`config.mk`:
```
export PLATFORM = sky130hd
export DESIGN_NAME = lcg_mulq
export DESIGN_NICKNAME = d
export VERILOG_FILES = /design/src/hw/rtl/lcg_pkg.sv /design/src/hw/rtl/lcg_mulq.sv
export SDC_FILE = /design/constraint.sdc
export NUM_CORES = 2
export LEC_CHECK = 0
export ABC_AREA = 1
export BUFFER_PORTS_ARGS = -buffer_cell sky130_fd_sc_hd__buf_4
export CAP_MARGIN = 25
export CORE_ASPECT_RATIO = 0.5
export CORE_UTILIZATION = 50
export DETAILED_ROUTE_END_ITERATION = 8
export PLACE_DENSITY = 0.76
export SYNTH_ARGS = -nofsm -noshare
export SYNTH_HDL_FRONTEND = slang
export SYNTH_SLANG_ARGS = --single-unit
export TNS_END_PERCENT = 50
```
`constraint.sdc`:
```
create_clock -name clk -period 22.2 [get_ports clk]
set_clock_uncertainty 0.05 [all_clocks]
set_input_delay 1.11 -clock clk [delete_from_list [all_inputs] [get_ports clk]]
set_output_delay 1.11 -clock clk [all_outputs]
set_load 0.02 [all_outputs]
```
`src/hw/rtl/lcg_pkg.sv`:
```
package lcg_pkg;

	localparam int DATA_WIDTH = 32;
	localparam int FRAC_BITS  = 16;

	localparam int GATE_W = FRAC_BITS + 1;
	localparam int CAND_W = FRAC_BITS + 2;
	localparam int PROD_W = 2 * DATA_WIDTH;
	localparam int QUOT_W = PROD_W - FRAC_BITS;

	localparam int PIPE_DEPTH = 11;

	localparam logic signed [DATA_WIDTH-1:0] Q_ONE =
		{{(DATA_WIDTH-FRAC_BITS-1){1'b0}}, 1'b1, {FRAC_BITS{1'b0}}};
	localparam logic signed [DATA_WIDTH-1:0] Q_MAX = {1'b0, {(DATA_WIDTH-1){1'b1}}};
	localparam logic signed [DATA_WIDTH-1:0] Q_MIN = {1'b1, {(DATA_WIDTH-1){1'b0}}};

	localparam int KNOT_COUNT = 9;
	localparam int KNOT_SRC_W = 16;
	localparam int KNOT_PAD   = 9;
	localparam int KNOT_W     = FRAC_BITS + 1;
	localparam int KNOT_IDX_W = 4;
	localparam int KNOT_WIDE  = KNOT_SRC_W + KNOT_PAD + 1;

	localparam logic [KNOT_SRC_W-1:0] TANH_KNOTS [KNOT_COUNT] = '{
		16'd0, 16'd30285, 16'd49913, 16'd59320, 16'd63179,
		16'd64659, 16'd65212, 16'd65417, 16'd65492
	};

	function automatic logic [KNOT_W-1:0] tanh_knot(input logic [KNOT_IDX_W-1:0] k);
		logic [KNOT_WIDE-1:0] src;
		logic [KNOT_WIDE-1:0] w;
		logic [KNOT_WIDE-1:0] sh;
		if (k < KNOT_IDX_W'(KNOT_COUNT)) begin
			src = {{(KNOT_PAD+1){1'b0}}, TANH_KNOTS[k]};
		end else begin
			src = {{(KNOT_PAD+1){1'b0}}, TANH_KNOTS[KNOT_COUNT-1]};
		end
		w  = (src << KNOT_PAD) +
			(KNOT_WIDE'(1) << (KNOT_PAD + KNOT_SRC_W - 1 - FRAC_BITS));
		sh = w >> (KNOT_PAD + KNOT_SRC_W - FRAC_BITS);
		return sh[KNOT_W-1:0];
	endfunction

endpackage

```
`src/hw/rtl/lcg_mulq.sv`:
```
module lcg_mulq (
	input  logic                                 clk,
	input  logic                                 en,
	input  logic signed [lcg_pkg::DATA_WIDTH-1:0] a,
	input  logic signed [lcg_pkg::DATA_WIDTH-1:0] b,
	output logic signed [lcg_pkg::DATA_WIDTH-1:0] y
);
	import lcg_pkg::*;

	localparam logic [PROD_W-1:0] ROUND = PROD_W'(1) << (FRAC_BITS - 1);
	localparam logic [QUOT_W-1:0] LIM_NEG = QUOT_W'(1) << (DATA_WIDTH - 1);
	localparam logic [QUOT_W-1:0] LIM_POS = LIM_NEG - QUOT_W'(1);

	logic [DATA_WIDTH-1:0] mag_a;
	logic [DATA_WIDTH-1:0] mag_b;
	logic [PROD_W-1:0]     p_s1;
	logic                  neg_s1;
	logic [QUOT_W-1:0]     quot;
	logic [QUOT_W-1:0]     lim;
	logic [QUOT_W-1:0]     qsat;

	assign mag_a = a[DATA_WIDTH-1] ? (~a + 1'b1) : a;
	assign mag_b = b[DATA_WIDTH-1] ? (~b + 1'b1) : b;

	always_ff @(posedge clk) begin
		if (en) begin
			p_s1   <= {{DATA_WIDTH{1'b0}}, mag_a} * {{DATA_WIDTH{1'b0}}, mag_b} + ROUND;
			neg_s1 <= a[DATA_WIDTH-1] ^ b[DATA_WIDTH-1];
		end
	end

	assign quot = p_s1[PROD_W-1:FRAC_BITS];
	assign lim  = neg_s1 ? LIM_NEG : LIM_POS;
	assign qsat = (quot > lim) ? lim : quot;

	always_ff @(posedge clk) begin
		if (en) begin
			y <= neg_s1 ? -$signed(qsat[DATA_WIDTH-1:0]) : $signed(qsat[DATA_WIDTH-1:0]);
		end
	end

endmodule

```
# Word level (Yosys, flattened, before mapping)
# Index checks and enable logic that the tools add are counted.
[totals] inputBits=66 output_inout_bits=32 elab_cells=17 rom_bits=0 mem_bits_rw=0 register_bits=97 latchBits=0 n_memories=0
[op_classes] n_lt_le_gt_ge=1 n_shift=0 muxes=5 reduce_logical=0 n_addsub=4 n_bitwise=3 mul=1 div=0 n_eq_ne=0
[op_table] op="32-bit 2-to-1 mux" count=5
[op_table] op="32-bit by 1-bit adder with 32-bit output, second input constant" count=2
[op_table] op="64-bit by 16-bit adder with 64-bit output, second input constant" count=1
[op_table] op="32-bit by 32-bit multiplier with 64-bit output" count=1
[op_table] op="32-bit inverter" count=2
[op_table] op="48-bit by 32-bit greater-than comparator with 1-bit output" count=1
[op_table] op="32-bit negator" count=1
[op_table] op="1-bit XOR" count=1

# Logic depth before layout (Yosys ltp)
[depth] ltp_word=5 depth_mapped=44 ltp_nobuf=42

# Worst setup path after synthesis
# Ideal clock, no wire load.
[synth_path] path_kind="input port to flip-flop" from="in a[0] in the netlist's numbering" to="reg p_s1[53], data pin" setup_time_ns=0.258 cell_stages=41 required_ns=21.892 arrival_ns=9.011 setup_slack_ns=12.881 path_buffers=3 path_cell_list="buf_6 clkinv_4 clkbuf_1 ha_1 nand3_1 nor3_2 inv_2 nor2_2 inv_2 nor2_1 inv_1 nand3b_1 nand2_1 inv_1 clkbuf_1 nor2_1 fa_1 inv_1 [5 not listed] inv_1 fa_1 fa_1 fa_1 inv_1 fa_1 inv_1 ha_1 nand2_1 nor2_1 inv_1 nor2_1 nand2_1 o21ai_0 a31oi_1 o21ai_0 a21oi_1 xnor2_1"
[synth_between] elab_chain_len=5
[synth_rtl] element="start, declared" line="lcg_mulq.sv:4" source="input logic signed [lcg_pkg::DATA_WIDTH-1:0] a,"
[synth_rtl] element="32-bit inverter" line="lcg_mulq.sv:22" source="assign mag_a = a[DATA_WIDTH-1] ? (~a + 1'b1) : a;"
[synth_rtl] element="32-bit by 1-bit adder with 32-bit output" line="lcg_mulq.sv:22"
[synth_rtl] element="32-bit 2-to-1 mux *" line="lcg_mulq.sv:22"
[synth_rtl] element="32-bit by 32-bit multiplier with 64-bit output *" line="lcg_mulq.sv:27" source="p_s1 <= {{DATA_WIDTH{1'b0}}, mag_a} * {{DATA_WIDTH{1'b0}}, mag_b} + ROUND;"
[synth_rtl] element="64-bit by 16-bit adder with 64-bit output *" line="lcg_mulq.sv:27"
[synth_rtl] element="end signal, assigned" line="lcg_mulq.sv:27"
[synth_rtl] element="end, declared" line="lcg_mulq.sv:16" source="logic [PROD_W-1:0] p_s1;"
# Every way passes the cells marked *; elsewhere a longest branch is shown, timed or not.
# A chain may end at the register's enable or synchronous reset.

# Worst setup path in the final report
[layout_path] from="in b[0] in the netlist's numbering" to="reg p_s1[63], data pin"
[layout_between] elab_chain_len=5
[layout_rtl] element="start, declared" line="lcg_mulq.sv:5" source="input logic signed [lcg_pkg::DATA_WIDTH-1:0] b,"
[layout_rtl] element="32-bit inverter" line="lcg_mulq.sv:23" source="assign mag_b = b[DATA_WIDTH-1] ? (~b + 1'b1) : b;"
[layout_rtl] element="32-bit by 1-bit adder with 32-bit output" line="lcg_mulq.sv:23"
[layout_rtl] element="32-bit 2-to-1 mux *" line="lcg_mulq.sv:23"
[layout_rtl] element="32-bit by 32-bit multiplier with 64-bit output *" line="lcg_mulq.sv:27"
[layout_rtl] element="64-bit by 16-bit adder with 64-bit output *" line="lcg_mulq.sv:27"
# Marks and branches as above.

==> flow_summary.json <==
{
  "setup_tns_ns": 0,
  "cts_tree": "built",
  "overflow": 0,
  "ys.flop_type": "edfxtp_1",
  "holdBufCountCts": 0,
  "synth_top_family_by_area": "adder cells",
  "finalSetupViolCount": 0,
  "cp-start-kind": "input port",
  "cts_buffers": 9,
  "syn_to_final_growth_pct": 5.623,
  "cp_max_fo": 33,
  "cts_buffer_depth": 2,
  "syn_nets": 6349,
  "slowest_delay_ns": 0.79,
  "clk_latency_ns": 0.35,
  "synth_warnings": 0,
  "gp_congestion": 1.013,
  "gr-usage-all-layers": 0.3466,
  "drc": 0,
  "drt_iter0_drc": 3745,
  "max_slew_margin": 0.2537,
  "antenna_found_initial": 2,
  "syn_inst": 5068,
  "drtAntennaViolNets": 0,
  "wirelength_um": 137500,
  "dpl.hpwl_um": 111900,
  "cp.required_ns": 22.23,
  "fin_util": 0.5410,
  "cts_max_level": 3,
  "cts_resized": 0,
  "syn_avg_cell_area_um2": 7.912,
  "cpLargestDelayFamily": "adder cells",
  "cap_violations": 0,
  "grt_max_degree": 82,
  "async_reset_ff_frac": 0,
  "viasPerCell": 5.596,
  "core-area_um2": 78290,
  "synthXorXnorAreaFrac": 0.01414,
  "hp-class": "flop to flop",
  "synth_compound_area_frac": 0.03891,
  "worst-path-buf-inv": 11,
  "firstDrtPassIters": 8,
  "tightest_slew_ns": 1.118,
  "finalCritPeriodShare": 0.4988,
  "muxShareOfSynthArea": 0.0002808,
  "drive_gt1_frac": 0.05701,
  "end_kind": "flop",
  "cts-root-buf": "clkbuf_16",
  "synthesis.area_um2": 40100,
  "port_buffers": 97,
  "nets": 6345,
  "die_w_um": 402.5,
  "rsz0062_at_grt": "no",
  "postCtsSetupBuffers": 0,
  "finalMaxSlewViolations": 0,
  "period_minus_slack_ns": 11.07,
  "die_h_um": 202.2,
  "grt_pass1_vias": 36410,
  "arrival_ns": 11.10,
  "hold_viol": 0,
  "run_status": "completed",
  "synthAdderAreaFrac": 0.5471,
  "initial_core_util": 0.5122,
  "final_cell_mix": "1277 x inv_1, 963 x nand2_1, 897 x fa_1",
  "fmax_ghz": 0.09030,
  "wl_per_cell_um": 22.51,
  "clkSinkCount": 81,
  "ioPinCount": 98,
  "final_common_cell": "inv_1",
  "yosys_register_bits": 81,
  "criticalPathCategory": "input port to flop",
  "yosys.area_share.simple": 0.1966,
  "rows": 72,
  "ys_seq_area_frac": 0.06066,
  "synth-edff-count": 81,
  "yosys.cell_types.count": 56,
  "dieArea_um2": 81400,
  "clkTransAtPathRegs_ns": 0.07,
  "vias": 34170,
  "grt_pass1_wl_um": 211300,
  "critPathSlowestCell": "inv_1"
}
## metrics by stage
stage | setup WS (ns) | cell area [um^2] | instances | hold WS (ns)
after detailed placement | 11.08 | 41920 | 6083 | 0.5979
final | 11.13 | 42350 | 6106 | 0.6118
after global placement | 10.66 | 41780 | 6078 | 0.5858
after floorplan | 12.88 | 40100 | 5068 | 0.5248
after CTS | 11.44 | 42220 | 6099 | 0.6135
after global routing | 10.75 | 42350 | 6105 | 0.6634
## cells in the mapped netlist (all sizes together) (2+ instances only)
cell type / number / area, um^2
ha: 318 / 3979
a21oi: 113 / 565.5
nand4: 26 / 183.9
a21boi: 2 / 15.01
a21o: 5 / 37.54
xnor2: 17 / 148.9
nor4: 9 / 62.56
nand3b: 12 / 90.09
buf: 54 / 331.6
a31oi: 25 / 156.4
clkinv: 12 / 50.05
inv: 1296 / 4867
xor2: 46 / 417.9
nand2: 975 / 3700
or2: 18 / 112.6
o211ai: 2 / 15.01
nor2: 759 / 2952
o2111ai: 3 / 26.28
clkbuf: 122 / 457.9
edfxtp: 81 / 2432
nor3: 30 / 176.4
o21ai: 104 / 528.0
fa: 897 / 17960
nand3: 112 / 593.1
o21bai: 3 / 22.52
o21a: 18 / 135.1
## worst reg2reg max path, stage by stage (launching register included)
cell and delay, ns:
edfxtp_1 0.33, buf_4 0.52, inv_1 0.52, ha_1 0.44
nand2_1 0.09, nor2_2 0.19, nand2_1 0.09, nor4_2 0.14
nand3b_1 0.21, nand3_2 0.12, buf_4 0.47, nand2_1 0.17
inv_1 0.11, ha_1 0.18, nand2_1 0.06, nor2_1 0.27
nand2_1 0.20, o21ai_2 0.26, nand3_1 0.10, o21ai_0 0.15
inv_1 0.06
## cell type report
cell class | instances | area [um^2]
sequential | 81 | 2432
clock inverter | 7 | 82.58
timing repair buffer | 161 | 1389
multi-input combinational | 3503 | 32010
antenna | 1 | 2.502
inverter | 1308 | 4917
tap | 1036 | 1296
fill | 7331 | 35930
clock buffer | 9 | 225.2
## per-layer routing
metal	vias to the layer above	global-route usage	routed length (um)
li1	14710	-	-
met3	382	0.1071	18620
met2	2139	0.5296	58580
met4	4	0.1486	7011
met1	16930	0.4565	53220
met5	-	0	26
## cells by family (layout without fill, tap and decap cells)
logic type	after synthesis	after routing
fa+ha+maj	1215	1215
buf+inv	1484	1485
flops	81	81
compound gates	281	281
xor+xnor	63	63
simple gates	1943	1943
other cells	0	1
mux	1	1
## worst paths after layout
check | start | endpoint | slack [ns] | cells after the start
worst max-delay path | b[0] | p_s1[63]$_DFFE_PP_ | 11.13 | 37
worst min-delay path | p_s1[16]$_DFFE_PP_ | y[0]$_DFFE_PP_ | 0.61 | 2
worst max register to register | neg_s1$_DFFE_PP_ | y[10]$_DFFE_PP_ | 17.21 | 20
worst min register to register | p_s1[16]$_DFFE_PP_ | y[0]$_DFFE_PP_ | 0.61 | 2
## flip-flops by register name, summed over array words and instances, names as in the netlist
| register | cells |
|---|---|
| p_s1 | 48 |
| y | 32 |
| neg_s1 | 1 |
Power is left out: the tool's default activity adds up to more than one toggle a clock period on the data nets, which glitch-free logic cannot reach.
