### config.mk
export PLATFORM = sky130hd
export DESIGN_NAME = lcg_tanh
export DESIGN_NICKNAME = d
export VERILOG_FILES = /design/src/hw/rtl/lcg_pkg.sv /design/src/hw/rtl/lcg_tanh.sv
export SDC_FILE = /design/constraint.sdc
export NUM_CORES = 1
export LEC_CHECK = 0
export ABC_AREA = 1
export BUFFER_PORTS_ARGS = -buffer_cell sky130_fd_sc_hd__buf_2
export CAP_MARGIN = 20
export CORE_ASPECT_RATIO = 1.25
export CORE_MARGIN = 1.5
export CORE_UTILIZATION = 54
export DETAILED_ROUTE_END_ITERATION = 6
export PLACE_DENSITY = 0.72
export SLEW_MARGIN = 20
export SYNTH_ARGS = -nofsm -noshare
export SYNTH_HDL_FRONTEND = slang
export SYNTH_SLANG_ARGS = --single-unit
### constraint.sdc
create_clock -name clk -period 10.8 [get_ports clk]
set_input_delay 0 -clock clk [delete_from_list [all_inputs] [get_ports clk]]
set_output_delay 0 -clock clk [all_outputs]
set_load 0.02 [all_outputs]
### src/hw/rtl/lcg_pkg.sv
package lcg_pkg;

	localparam int DATA_WIDTH = 32;
	localparam int FRAC_BITS  = 16;

	localparam int GATE_W = FRAC_BITS + 1;
	localparam int CAND_W = FRAC_BITS + 2;
	localparam int PROD_W = 2 * DATA_WIDTH;
	localparam int QUOT_W = PROD_W - FRAC_BITS;

	localparam int PIPE_DEPTH = 11;

	localparam logic signed [DATA_WIDTH-1:0] Q_ONE =
		{{(DATA_WIDTH-FRAC_BITS-1){1'b0}}, 1'b1, {FRAC_BITS{1'b0}}};
	localparam logic signed [DATA_WIDTH-1:0] Q_MAX = {1'b0, {(DATA_WIDTH-1){1'b1}}};
	localparam logic signed [DATA_WIDTH-1:0] Q_MIN = {1'b1, {(DATA_WIDTH-1){1'b0}}};

	localparam int KNOT_COUNT = 9;
	localparam int KNOT_SRC_W = 16;
	localparam int KNOT_PAD   = 9;
	localparam int KNOT_W     = FRAC_BITS + 1;
	localparam int KNOT_IDX_W = 4;
	localparam int KNOT_WIDE  = KNOT_SRC_W + KNOT_PAD + 1;

	localparam logic [KNOT_SRC_W-1:0] TANH_KNOTS [KNOT_COUNT] = '{
		16'd0, 16'd30285, 16'd49913, 16'd59320, 16'd63179,
		16'd64659, 16'd65212, 16'd65417, 16'd65492
	};

	function automatic logic [KNOT_W-1:0] tanh_knot(input logic [KNOT_IDX_W-1:0] k);
		logic [KNOT_WIDE-1:0] src;
		logic [KNOT_WIDE-1:0] w;
		logic [KNOT_WIDE-1:0] sh;
		if (k < KNOT_IDX_W'(KNOT_COUNT)) begin
			src = {{(KNOT_PAD+1){1'b0}}, TANH_KNOTS[k]};
		end else begin
			src = {{(KNOT_PAD+1){1'b0}}, TANH_KNOTS[KNOT_COUNT-1]};
		end
		w  = (src << KNOT_PAD) +
			(KNOT_WIDE'(1) << (KNOT_PAD + KNOT_SRC_W - 1 - FRAC_BITS));
		sh = w >> (KNOT_PAD + KNOT_SRC_W - FRAC_BITS);
		return sh[KNOT_W-1:0];
	endfunction

endpackage

### src/hw/rtl/lcg_tanh.sv
module lcg_tanh (
	input  logic                                 clk,
	input  logic                                 arst_n,
	input  logic                                 en,
	input  logic signed [lcg_pkg::DATA_WIDTH-1:0] x,
	output logic signed [lcg_pkg::DATA_WIDTH-1:0] th
);
	import lcg_pkg::*;

	localparam int TERM_W = 2 * FRAC_BITS;

	logic [DATA_WIDTH-1:0]   ax;
	logic [KNOT_IDX_W-1:0]   k;
	logic [FRAC_BITS-2:0]    fr;
	logic [KNOT_W-1:0]       dlt;
	logic                    neg_s1;
	logic                    hold_s1;
	logic [KNOT_W-1:0]       base_s1;
	logic [TERM_W-1:0]       term_s1;
	logic [TERM_W-1:0]       term_sh;
	logic [KNOT_W-1:0]       yv;

	assign ax  = x[DATA_WIDTH-1] ? (~x + 1'b1) : x;
	assign k   = {1'b0, ax[FRAC_BITS+1:FRAC_BITS-1]};
	assign fr  = ax[FRAC_BITS-2:0];
	assign dlt = tanh_knot(k + 1'b1) - tanh_knot(k);

	always_ff @(posedge clk) begin
		if (en) begin
			neg_s1  <= x[DATA_WIDTH-1];
			hold_s1 <= |ax[DATA_WIDTH-1:FRAC_BITS+2];
			base_s1 <= tanh_knot(k);
			term_s1 <= TERM_W'(dlt) * TERM_W'(fr) + (TERM_W'(1) << (FRAC_BITS - 2));
		end
	end

	assign term_sh = term_s1 >> (FRAC_BITS - 1);
	assign yv = hold_s1 ? tanh_knot(KNOT_IDX_W'(KNOT_COUNT - 1))
		: base_s1 + term_sh[KNOT_W-1:0];

	always_ff @(posedge clk) begin
		if (en) begin
			th <= neg_s1 ? -$signed(DATA_WIDTH'(yv)) : $signed(DATA_WIDTH'(yv));
		end
	end

	assert property (@(posedge clk) disable iff (!arst_n)
		$past(en) |-> (th <= $signed(DATA_WIDTH'(tanh_knot(KNOT_IDX_W'(KNOT_COUNT - 1)))))
			&& (th >= -$signed(DATA_WIDTH'(tanh_knot(KNOT_IDX_W'(KNOT_COUNT - 1))))))
		else $error("tanh result beyond last knot");

	assert property (@(posedge clk) disable iff (!arst_n)
		!en |=> $stable(th))
		else $error("tanh result moved during stall");

endmodule

After elaboration in Yosys (flattened, before gate mapping) --
Memory sizes are Yosys's and may differ from the RTL's. Index checks and enable logic that the tools add are counted.
Operators by class: add/sub/neg operators 9, $mul 1, div/mod/pow operators 0, order comparisons 4, eq/ne operators 0, shift-type cells 0, muxes and demuxes 10, bitwise gates (word level) 3, reductions and logical operators 1
Operator list (count):
- 16-bit 2-to-1 mux | 6
- 26-bit by 9-bit adder with 26-bit output (second input constant) | 2
- 17-bit 2-to-1 mux | 3
- 32-bit by 1-bit adder with 32-bit output (second input constant) | 1
- 32-bit by 15-bit adder with 32-bit output (second input constant) | 1
- 17-bit by 15-bit multiplier with 32-bit output | 1
- 32-bit 2-to-1 mux | 1
- 17-bit negator with 32-bit output | 1
- 32-bit inverter | 1
- 25-bit by 9-bit adder with 26-bit output (second input constant) | 1
- 17-bit adder | 1
- 17-bit subtractor | 1
- 14-bit OR reduction | 1
- 5-bit >= comparator (second input constant) | 2
- 3-bit inverter with 5-bit output | 1
- 4-bit inverter with 5-bit output | 1
- 3-bit by 1-bit adder with 4-bit output (second input constant) | 1
- 3-bit by 4-bit < comparator with 1-bit output (second input constant) | 1
- 4-bit < comparator (second input constant) | 1
Storage, ports and cells: flip-flop bits (word level) 83, bits in latches 0, bits in writable memories 0, ROM bits 512, output and inout port bits 32, logic and storage cells 36, memories 2
Memories:
- (no name shown) | words 16, width 16, rd ports 1, clocked after Yosys merged registers in 0, wr ports 0, line lcg_pkg.sv:35 | src = {{(KNOT_PAD+1){1'b0}}, TANH_KNOTS[k]};
- (no name shown) | words 16, width 16, rd ports 1, clocked after Yosys merged registers in 0, wr ports 0, line lcg_pkg.sv:35

Longest topological paths before layout --
Gate-level depths: netlist (run 1).
depth after elaboration 13, gate-level depth with buffers 48

Worst setup path before layout (run 1) --
OpenSTA, ideal clock, no wires.
path kind input port to flip-flop, start input x[0] (netlist bit), end register term_s1[29] (data pin), arrival 8.128 ns, data required time 10.536 ns, setup slack 2.409 ns, cell stages on the path 42, path buffers 1, path through inv_2 > ha_1 > nand3_2 > nor2_1 > nand2_1 > nand3_1 > nand2_4 > ha_1 > ha_1 > clkbuf_1 > nand2_1 > inv_1 > nand2_1 > ha_1 > inv_1 > nor3_1 > inv_1 > nor2_1 > (+6 left out) > nor2_1 > fa_1 > inv_1 > fa_1 > inv_1 > fa_1 > fa_1 > fa_1 > inv_1 > fa_1 > inv_1 > ha_1 > nand2_1 > nor2_1 > inv_1 > o41ai_1 > a31oi_1 > xor2_1
Between the ends: longest elaborated chain between the ends 13, elaborated cells between the ends (all ways) 21
Ends and longest elaborated chain:
- start: declaration | line lcg_tanh.sv:5 | input logic signed [lcg_pkg::DATA_WIDTH-1:0] x,
- 32-bit inverter | line lcg_tanh.sv:23 | assign ax = x[DATA_WIDTH-1] ? (~x + 1'b1) : x;
- 32-bit by 1-bit adder with 32-bit output | line lcg_tanh.sv:23
- 32-bit 2-to-1 mux (*) | line lcg_tanh.sv:23
- 3-bit by 1-bit adder with 4-bit output | line lcg_tanh.sv:26 | assign dlt = tanh_knot(k + 1'b1) - tanh_knot(k);
- 4-bit inverter with 5-bit output (not written as such) | line lcg_pkg.sv:35
- memory read 16 x 16 bit
- 16-bit 2-to-1 mux (not written as such) (2 in a row) | line lcg_pkg.sv:35
- 16-bit 2-to-1 mux | line lcg_pkg.sv:34 | if (k < KNOT_IDX_W'(KNOT_COUNT)) begin
- 25-bit by 9-bit adder with 26-bit output | line lcg_pkg.sv:39 | w = (src << KNOT_PAD) +
- 17-bit subtractor | line lcg_tanh.sv:26
- 17-bit by 15-bit multiplier with 32-bit output (*) | line lcg_tanh.sv:33 | term_s1 <= TERM_W'(dlt) * TERM_W'(fr) + (TERM_W'(1) << (FRAC_BITS - 2));
- 32-bit by 15-bit adder with 32-bit output (*) | line lcg_tanh.sv:33
- end signal: assignment | line lcg_tanh.sv:33
- end: declaration | line lcg_tanh.sv:19 | logic [TERM_W-1:0] term_s1;
Mark *: on every way between the ends. The rest lies on a longest branch, timed or not. The select of a mux whose other input is x is not followed. A chain may end at the register's enable or synchronous reset.

Worst setup path in the final report (run 1) --
Ends and elaborated chain as after synthesis.

==> reports/metrics.cfg, run 1 <==
[global_route]
grt_pass1_wl_um = 59700
grtUsageTotal = 0.288
grt_pass1_vias = 12075
antenna_found_initial = 0
grt_start_max_net_pins = 65
grt-busiest-layer = met2
use_met3 = 0.0357
grt_overflow = 0
use_met1 = 0.332
met2_usage = 0.526

[routing]
drc = 3
wire_per_inst_um = 17.0
drt_first_pass_iters = 7
wl_um = 36400
drt_iter0_markers = 756
ant_nets = 0
vias = 11694
vias_per_cell = 5.46

[timing]
finalMaxSlewViolations = 0
clock_skew_ns = 0.00606
max_slew_margin = 0.327
period_needed_ns = 9.38
finalCritPeriodShare = 0.868
hold_viol_final = 0
setup_viol = 0
hold_slack_ns = 0.177
worst_pin_slew_ns = 1.00
rsz0062_at_grt = false
final.setup.tns_ns = 0
max_freq_mhz = 107

[finish]
fin_nets = 2176
sequential_cell_area_sq_mm = 0.00192
drive_gt1_frac = 0.0935
final_area_sq_mm = 0.0148
multiInputGateArea_sq_mm = 0.0103
fillCellCount = 2342
area_growth_syn_to_layout_pct = 7.20
insertedDiodeCount = 0

[synth]
yosysTopAreaCell = fa_1
syn-mean-instance-area_sq_um = 7.91
synth_fp_nets = 2119
ys_dominant_reg_cell = edfxtp_1
ys_top_cells_by_area = fa_1, edfxtp_1, ha_1, inv_1, nand2_1
synth_edf_count = 64
synthArstFlopShare = 0
yosys.cell_types.count = 57
yosysWarnings = 0
ys_seq_area_frac = 0.139
yosysTopAreaCellShare = 0.281
syn-instance-count = 1746
synth_common_cells = inv_1, nand2_1, nor2_1, fa_1, ha_1
syn_area_sq_mm = 0.0138
ys_seq_elements = 64
yosysMostFrequentCell = inv_1

[outcome]
status = complete, but fails checks
failed_checks = DRC

[worst_setup_path]
required_ns = 10.87
critPathBufInv = 10
max_stage_delay_ns = 0.63
crit_type = in -> reg
worstPathMaxFanout = 9
end_kind = flop
r2r_slack_ns = 7.28
cp_slowest_cell = o41ai_1
cpMostUsedCell = inv_1
crit_family = adder cells
worst_setup_path_start_kind = input pin
critical_path_arrival_ns = 9.45

[place]
globalplace.congestion = 0.976
dpl_cell_area_sq_mm = 0.0145
dpl.hpwl_um = 30400
io_buffers = 65

[cts]
cts.sinks = 64
htree_levels = 3
clk_path_buf_depth = 2
post_cts_resized = 0
cts_tree = yes
cts_setup_buffers = 0
postCtsHoldBufs = 0
clk_latency_ns = 0.33
path_clk_slew_ns = 0.05
cts_buffers = 9
cts_root_buffer = clkbuf_16

[hold_path]
min_path_type = in -> reg

[floorplanning]
pin_count = 67
dieWidth_um = 146
coreArea_sq_mm = 0.0252
die_h_um = 182
die_area_sq_mm = 0.0266
num_rows = 65
initial_utilization = 0.548

[run]
cap_violations = 0

==> placed cells by master, fill, tap and decap left out, types with 49 or more instances in the layout <==
master	n
nand2_1	298
fa_1	194
a21oi_1	60
inv_1	369
edfxtp_1	64
nor2_1	218
nand3_1	97
buf_2	65
o21ai_0	49
ha_1	144
==> through the flow <==
| step | util | worst slack, ns | cells |
|---|---|---|---|
| floorplan | - | 2.41 | 1746 |
| global placement | 0.576 | 1.29 | 2127 |
| detailed placement | 0.576 | 1.20 | 2127 |
| CTS | 0.587 | 1.53 | 2143 |
| global route | 0.587 | 0.768 | 2143 |
| finish | 0.587 | 1.42 | 2143 |
==> sequential cells by signal (all words and copies together), names as in the netlist <==
name     cells
neg_s1       1
th          32
base_s1     13
hold_s1      1
term_s1     17
==> kinds of logic (layout without fill, tap and decap cells) <==
family	Yosys count	in the layout	share of synthesized area
adders and majority gates	338	338	0.412
AOI/OAI and AO/OA	163	163	0.0706
and+or+nand+nor	718	718	0.231
buffers and inverters	412	474	0.113
DFF	64	64	0.139
xor gates and xnor gates	51	51	0.0342
==> worst paths after layout <==
path | start | depth (start not counted) | endpoint
hold reg to reg | hold_s1 | 1 | th[0]
setup reg to reg | base_s1[0] | 14 | th[25]
setup / recovery | x[0] | 42 | term_s1[29]
hold / removal | x[27] | 5 | hold_s1
==> layout make-up <==
cell class                 count  area share
multi-input combinational   1270       0.698
timing repair buffer          76      0.0275
inverter                     382      0.0972
sequential                    64       0.130
clock inverter                 6     0.00406
tap                          335      0.0283
clock buffer                  10      0.0155
==> routing by layer <==
layer	up-vias	wire length, um
li1	5554	-
met5	-	0
met1	5589	13900
met2	442	18200
met3	109	2310
met4	0	1920
==> tightest hold or removal path, stage by stage <==
cell	delay, ns
buf_2	0.11
xor2_1	0.07
nand3b_1	0.08
nor2_1	0.04
nand2_1	0.09
Power of run 1 is not shown: default switching activity piles up to over one toggle a cycle in this logic, so the estimate is an artifact.
==> run 2, diff against run 1 <==
ABC_AREA = 0   (was 1)
SKIP_CTS_REPAIR_TIMING = 1   (was default)
==> run 2 against run 1 <==
Compared with the run above:
- the flow now finishes without violations
- setup slack got worse by 0.70 ns
- global-route usage up 0.52 points
- non-clock buffer count rose by 54
==> reports/metrics.cfg, run 2 <==
[outcome]
status = finished clean

[timing]
period_needed_ns = 10.08
clock_skew_ns = 0.00597
hold_viol_final = 0
finalMaxSlewViolations = 0
final.setup.tns_ns = 0
worst_pin_slew_ns = 1.01
setup_viol = 0
rsz0062_at_grt = false
max_slew_margin = 0.324
max_freq_mhz = 99.2
finalCritPeriodShare = 0.933

[worst_setup_path]
crit_type = in -> reg
max_stage_delay_ns = 0.73
r2r_slack_ns = 6.76
cp_slowest_cell = xnor2_1
worst_setup_path_start_kind = input pin
reg2regPathDepth = 11
end_kind = flop
startpoint = x[8]
r2r_start = base_s1[0]
worstSetupEndpoint = term_s1[29]
required_ns = 10.88
critical_path_arrival_ns = 10.16
worstPathMaxFanout = 11
timing.rr.end = th[26]
cpMostUsedCell = fa_1

[cts]
clk_path_buf_depth = 2
cts.sinks = 64
path_clk_slew_ns = 0.05
cts_buffers = 9
clk_latency_ns = 0.33
htree_levels = 3
cts_tree = yes
cts_root_buffer = clkbuf_16

[routing]
vias = 11003
vias_per_cell = 5.70
drt_iter0_markers = 602
ant_nets = 0
drt_first_pass_iters = 5
wire_per_inst_um = 18.2
wl_um = 35200
drc = 0

[floorplanning]
num_rows = 64
die_h_um = 179
dieWidth_um = 144
coreArea_sq_mm = 0.0244
die_area_sq_mm = 0.0258
pin_count = 67
initial_utilization = 0.549

[hold_path]
min_path_type = in -> reg
min_from = x[29]

[synth]
ys_top_cells_by_area = fa_1, edfxtp_1, ha_1, inv_1, nand2_1
synth_fp_nets = 1869
yosysWarnings = 0
syn-mean-instance-area_sq_um = 8.96
yosys.cell_types.count = 84
syn_area_sq_mm = 0.0134
yosysTopAreaCell = fa_1
yosysMostFrequentCell = inv_1
synth_edf_count = 64
ys_dominant_reg_cell = edfxtp_1
synth_common_cells = inv_1, fa_1, nand2_1, ha_1, nor2_1
yosysTopAreaCellShare = 0.290
syn-instance-count = 1496
synthArstFlopShare = 0
ys_seq_elements = 64
ys_seq_area_frac = 0.143

[finish]
area_growth_syn_to_layout_pct = 10.1
top_register = th
mostFrequentLayoutCell = inv_1
final_cell_mix = inv_1, fa_1, nand2_1, ha_1, nor2_1
drive_gt1_frac = 0.116
fin_nets = 1966
fillCellCount = 2163
multiInputGateArea_sq_mm = 0.0103
reg.largest.list = th (32), term_s1 (17), base_s1 (13)
sequential_cell_area_sq_mm = 0.00192
largest_register_ffs = 32

[global_route]
grt_pass1_wl_um = 57900
grt_start_max_net_pins = 65
grt_overflow = 0
antenna_found_initial = 1
grt_pass1_vias = 11576
grtUsageTotal = 0.293

[place]
io_buffers = 65
globalplace.congestion = 0.962
dpl.hpwl_um = 29300

[run]
cap_violations = 0

[run 2: metrics by stage]
stage / cells / setup WS [ns] / area, sq um / utilization / hold WS, ns
floorplan: 1496 / 1.08 / 13400 / - / 0.0989
global placement: 1912 / 0.537 / 14500 / 0.592 / 0.378
detailed placement: 1912 / 0.451 / 14500 / 0.592 / 0.401
CTS: 1928 / 0.737 / 14800 / 0.605 / 0.0540
global route: 1928 / 0.128 / 14800 / 0.605 / 0.0825
finish: 1929 / 0.719 / 14800 / 0.605 / 0.0675
[run 2: worst min path at each step]
stage	endpoint	slack, ns	depth (start not counted)
final	hold_s1	0.07	3
after global routing	hold_s1	0.08	3
after CTS	hold_s1	0.05	3
after detailed placement	hold_s1	0.40	3
after global placement	hold_s1	0.38	3
after floorplan	neg_s1	0.1	0
[run 2: worst max-delay path: cells and delay by family]
| family | cells | cell delay, ns |
|---|---|---|
| compound gates | 10 | 2.12 |
| xor+xnor | 2 | 0.87 |
| fa+ha+maj | 9 | 4.03 |
| buf+inv | 8 | 0.83 |
| simple gates | 10 | 2.31 |
[run 2: cell type report]
class / instances / share of cell area
well taps: 330 / 0.0280
multi-input cells: 1133 / 0.701
inverters: 255 / 0.0648
repair buffers: 130 / 0.0551
clock buffers: 10 / 0.0155
clock inverters: 6 / 0.00568
diodes: 1 / 0.000169
flip-flops and latches: 64 / 0.130
[run 2: logic make-up (layout without fill, tap and decap cells)]
| kind of cell | after synthesis | in the layout | synth area share |
|---|---|---|---|
| compound gates | 228 | 228 | 0.119 |
| xor+xnor | 75 | 75 | 0.0490 |
| fa+ha+maj | 338 | 338 | 0.424 |
| buf+inv | 299 | 401 | 0.0855 |
| flops | 64 | 64 | 0.143 |
| mux | 9 | 9 | 0.00709 |
| other cells | 0 | 1 | 0 |
| simple gates | 483 | 483 | 0.172 |
[run 2: layer usage]
metal  GRT usage  vias up  share of wire
met5           0        -              0
met3      0.0256      112          0.047
met1       0.331     5404           0.37
met4       0.171        0          0.059
met2       0.534      361           0.52
li1            -     5126              -
Power of run 2 is left out for the same reason.
==> run 3, diff against run 2 <==
MAX_ROUTING_LAYER = met4   (was default)
PLACE_DENSITY = default   (was 0.72)
PLACE_DENSITY_LB_ADDON = 0.08   (was default)
==> run 3 against run 2 <==
Compared with the run above:
- setup slack worse by 0.033 ns
- wire length is 1.8% higher
- via count is 0.88% lower
- design area is 0.24% lower
- cell count is 0.26% lower
- die area stayed put
- sequential cell count stayed put
- hold slack worse by 0.026 ns
- maximum frequency is 0.33% lower
==> reports/metrics.cfg, run 3 (synthesized netlist as in run 2, its figures left out) <==
[hold_path]
min_path_type = in -> reg
hold_depth = 3
whs_endpoint = hold_s1
min_from = x[29]

[timing]
setup_viol = 0
hold_viol_final = 0
period_needed_ns = 10.11
finalCritPeriodShare = 0.936
worst_pin_slew_ns = 1.03
finalMaxSlewViolations = 0
clock_skew_ns = 0.00728
max_freq_mhz = 98.9
worst_slack_ns = 0.686
rsz0062_at_grt = false
final.setup.tns_ns = 0
hold_slack_ns = 0.0416
max_slew_margin = 0.308

[finish]
insertedDiodeCount = 0
mostFrequentLayoutCell = inv_1
largest_register_ffs = 32
reg.largest.list = th (32), term_s1 (17), base_s1 (13)
top_register = th
area_growth_syn_to_layout_pct = 9.88
fin_nets = 1962
drive_gt1_frac = 0.115
final_cell_mix = inv_1, fa_1, nand2_1, ha_1, nor2_1

[cts]
path_clk_slew_ns = 0.06
htree_levels = 3
cts_buffers = 9
clk_latency_ns = 0.33
clk_path_buf_depth = 2
cts.sinks = 64
cts_root_buffer = clkbuf_16
cts_tree = yes

[global_route]
grt_start_max_net_pins = 65
grtUsageTotal = 0.307
antenna_found_initial = 0
grt_overflow = 0
grt_pass1_wl_um = 58400
grt_pass1_vias = 11286

[worst_setup_path]
critPathBufInv = 7
r2r_start = base_s1[1]
timing.rr.end = th[18]
required_ns = 10.88
startpoint = x[0]
crit_family = adder cells
crit_type = in -> reg
cp_slowest_cell = fa_1
cpMostUsedCell = fa_1
worstPathMaxFanout = 11
reg2regPathDepth = 10
critical_path_arrival_ns = 10.20
end_kind = flop
worst_setup_path_start_kind = input pin
max_stage_delay_ns = 0.56
r2r_slack_ns = 6.73

[floorplanning]
initial_utilization = 0.549
num_rows = 64
pin_count = 67
die_h_um = 179
dieWidth_um = 144
die_area_sq_mm = 0.0258
coreArea_sq_mm = 0.0244

[routing]
drt_iter0_markers = 512
wl_um = 35800
drt_first_pass_iters = 5
vias_per_cell = 5.67
ant_nets = 0
wire_per_inst_um = 18.6
vias = 10906
drc = 0

[place]
globalplace.congestion = 0.939
io_buffers = 65
place_ws_ns = 0.412
dpl.hpwl_um = 30000

[run]
cap_violations = 0

[outcome]
status = finished clean

-- run 3: cell types whose count changed in the layout (fill, tap and decap cells not counted), sizes merged --
cell	change
diode	-1
clkbuf	-1
buf	-4
bufinv	-1
inv	+1
clkinv	+1
-- run 3: worst max-delay path by stage --
stage          cells past startpoint  slack, ns     endpoint
6_report                          37       0.69  term_s1[29]
5_1_grt                           38       0.04  term_s1[28]
3_5_place_dp                      37       0.41  term_s1[29]
4_1_cts                           37       0.71  term_s1[29]
2_1_floorplan                     40       1.08  term_s1[29]
3_3_place_gp                      37       0.49  term_s1[29]
-- run 3: worst register-to-register path: cells and delay by family, from the launching register on --
kind	cells	cell delay, ns
AOI/OAI and AO/OA	4	1.43
adders and majority gates	1	0.34
DFF	1	0.42
and+or+nand+nor	4	1.37
muxes	1	0.28
-- run 3: layout make-up --
cell class              count  area (sq um)
flip-flops and latches     64          1920
clock buffers               9           225
inverters                 255           957
repair buffers            126           783
clock inverters             7          71.3
fillers                  2192          9690
multi-input cells        1133         10400
well taps                 330           413
-- run 3: metrics by stage --
| stage | instances | utilization | area (sq um) |
|---|---|---|---|
| after floorplan | 1496 | - | 13400 |
| after global placement | 1908 | 0.591 | 14400 |
| after detailed placement | 1908 | 0.591 | 14400 |
| after CTS | 1924 | 0.603 | 14700 |
| after global routing | 1924 | 0.603 | 14700 |
| final | 1924 | 0.603 | 14700 |
-- run 3: metal layers --
| metal | vias up | share of wire | GRT usage | wire length (um) |
|---|---|---|---|---|
| li1 | 5124 | - | - | - |
| met4 | 0 | 0.057 | 0.154 | 2050 |
| met1 | 5319 | 0.38 | 0.353 | 13700 |
| met5 | - | 0 | - | 0 |
| met3 | 104 | 0.047 | 0.0302 | 1660 |
| met2 | 359 | 0.51 | 0.532 | 18300 |
Power of run 3 is left out for the same reason.
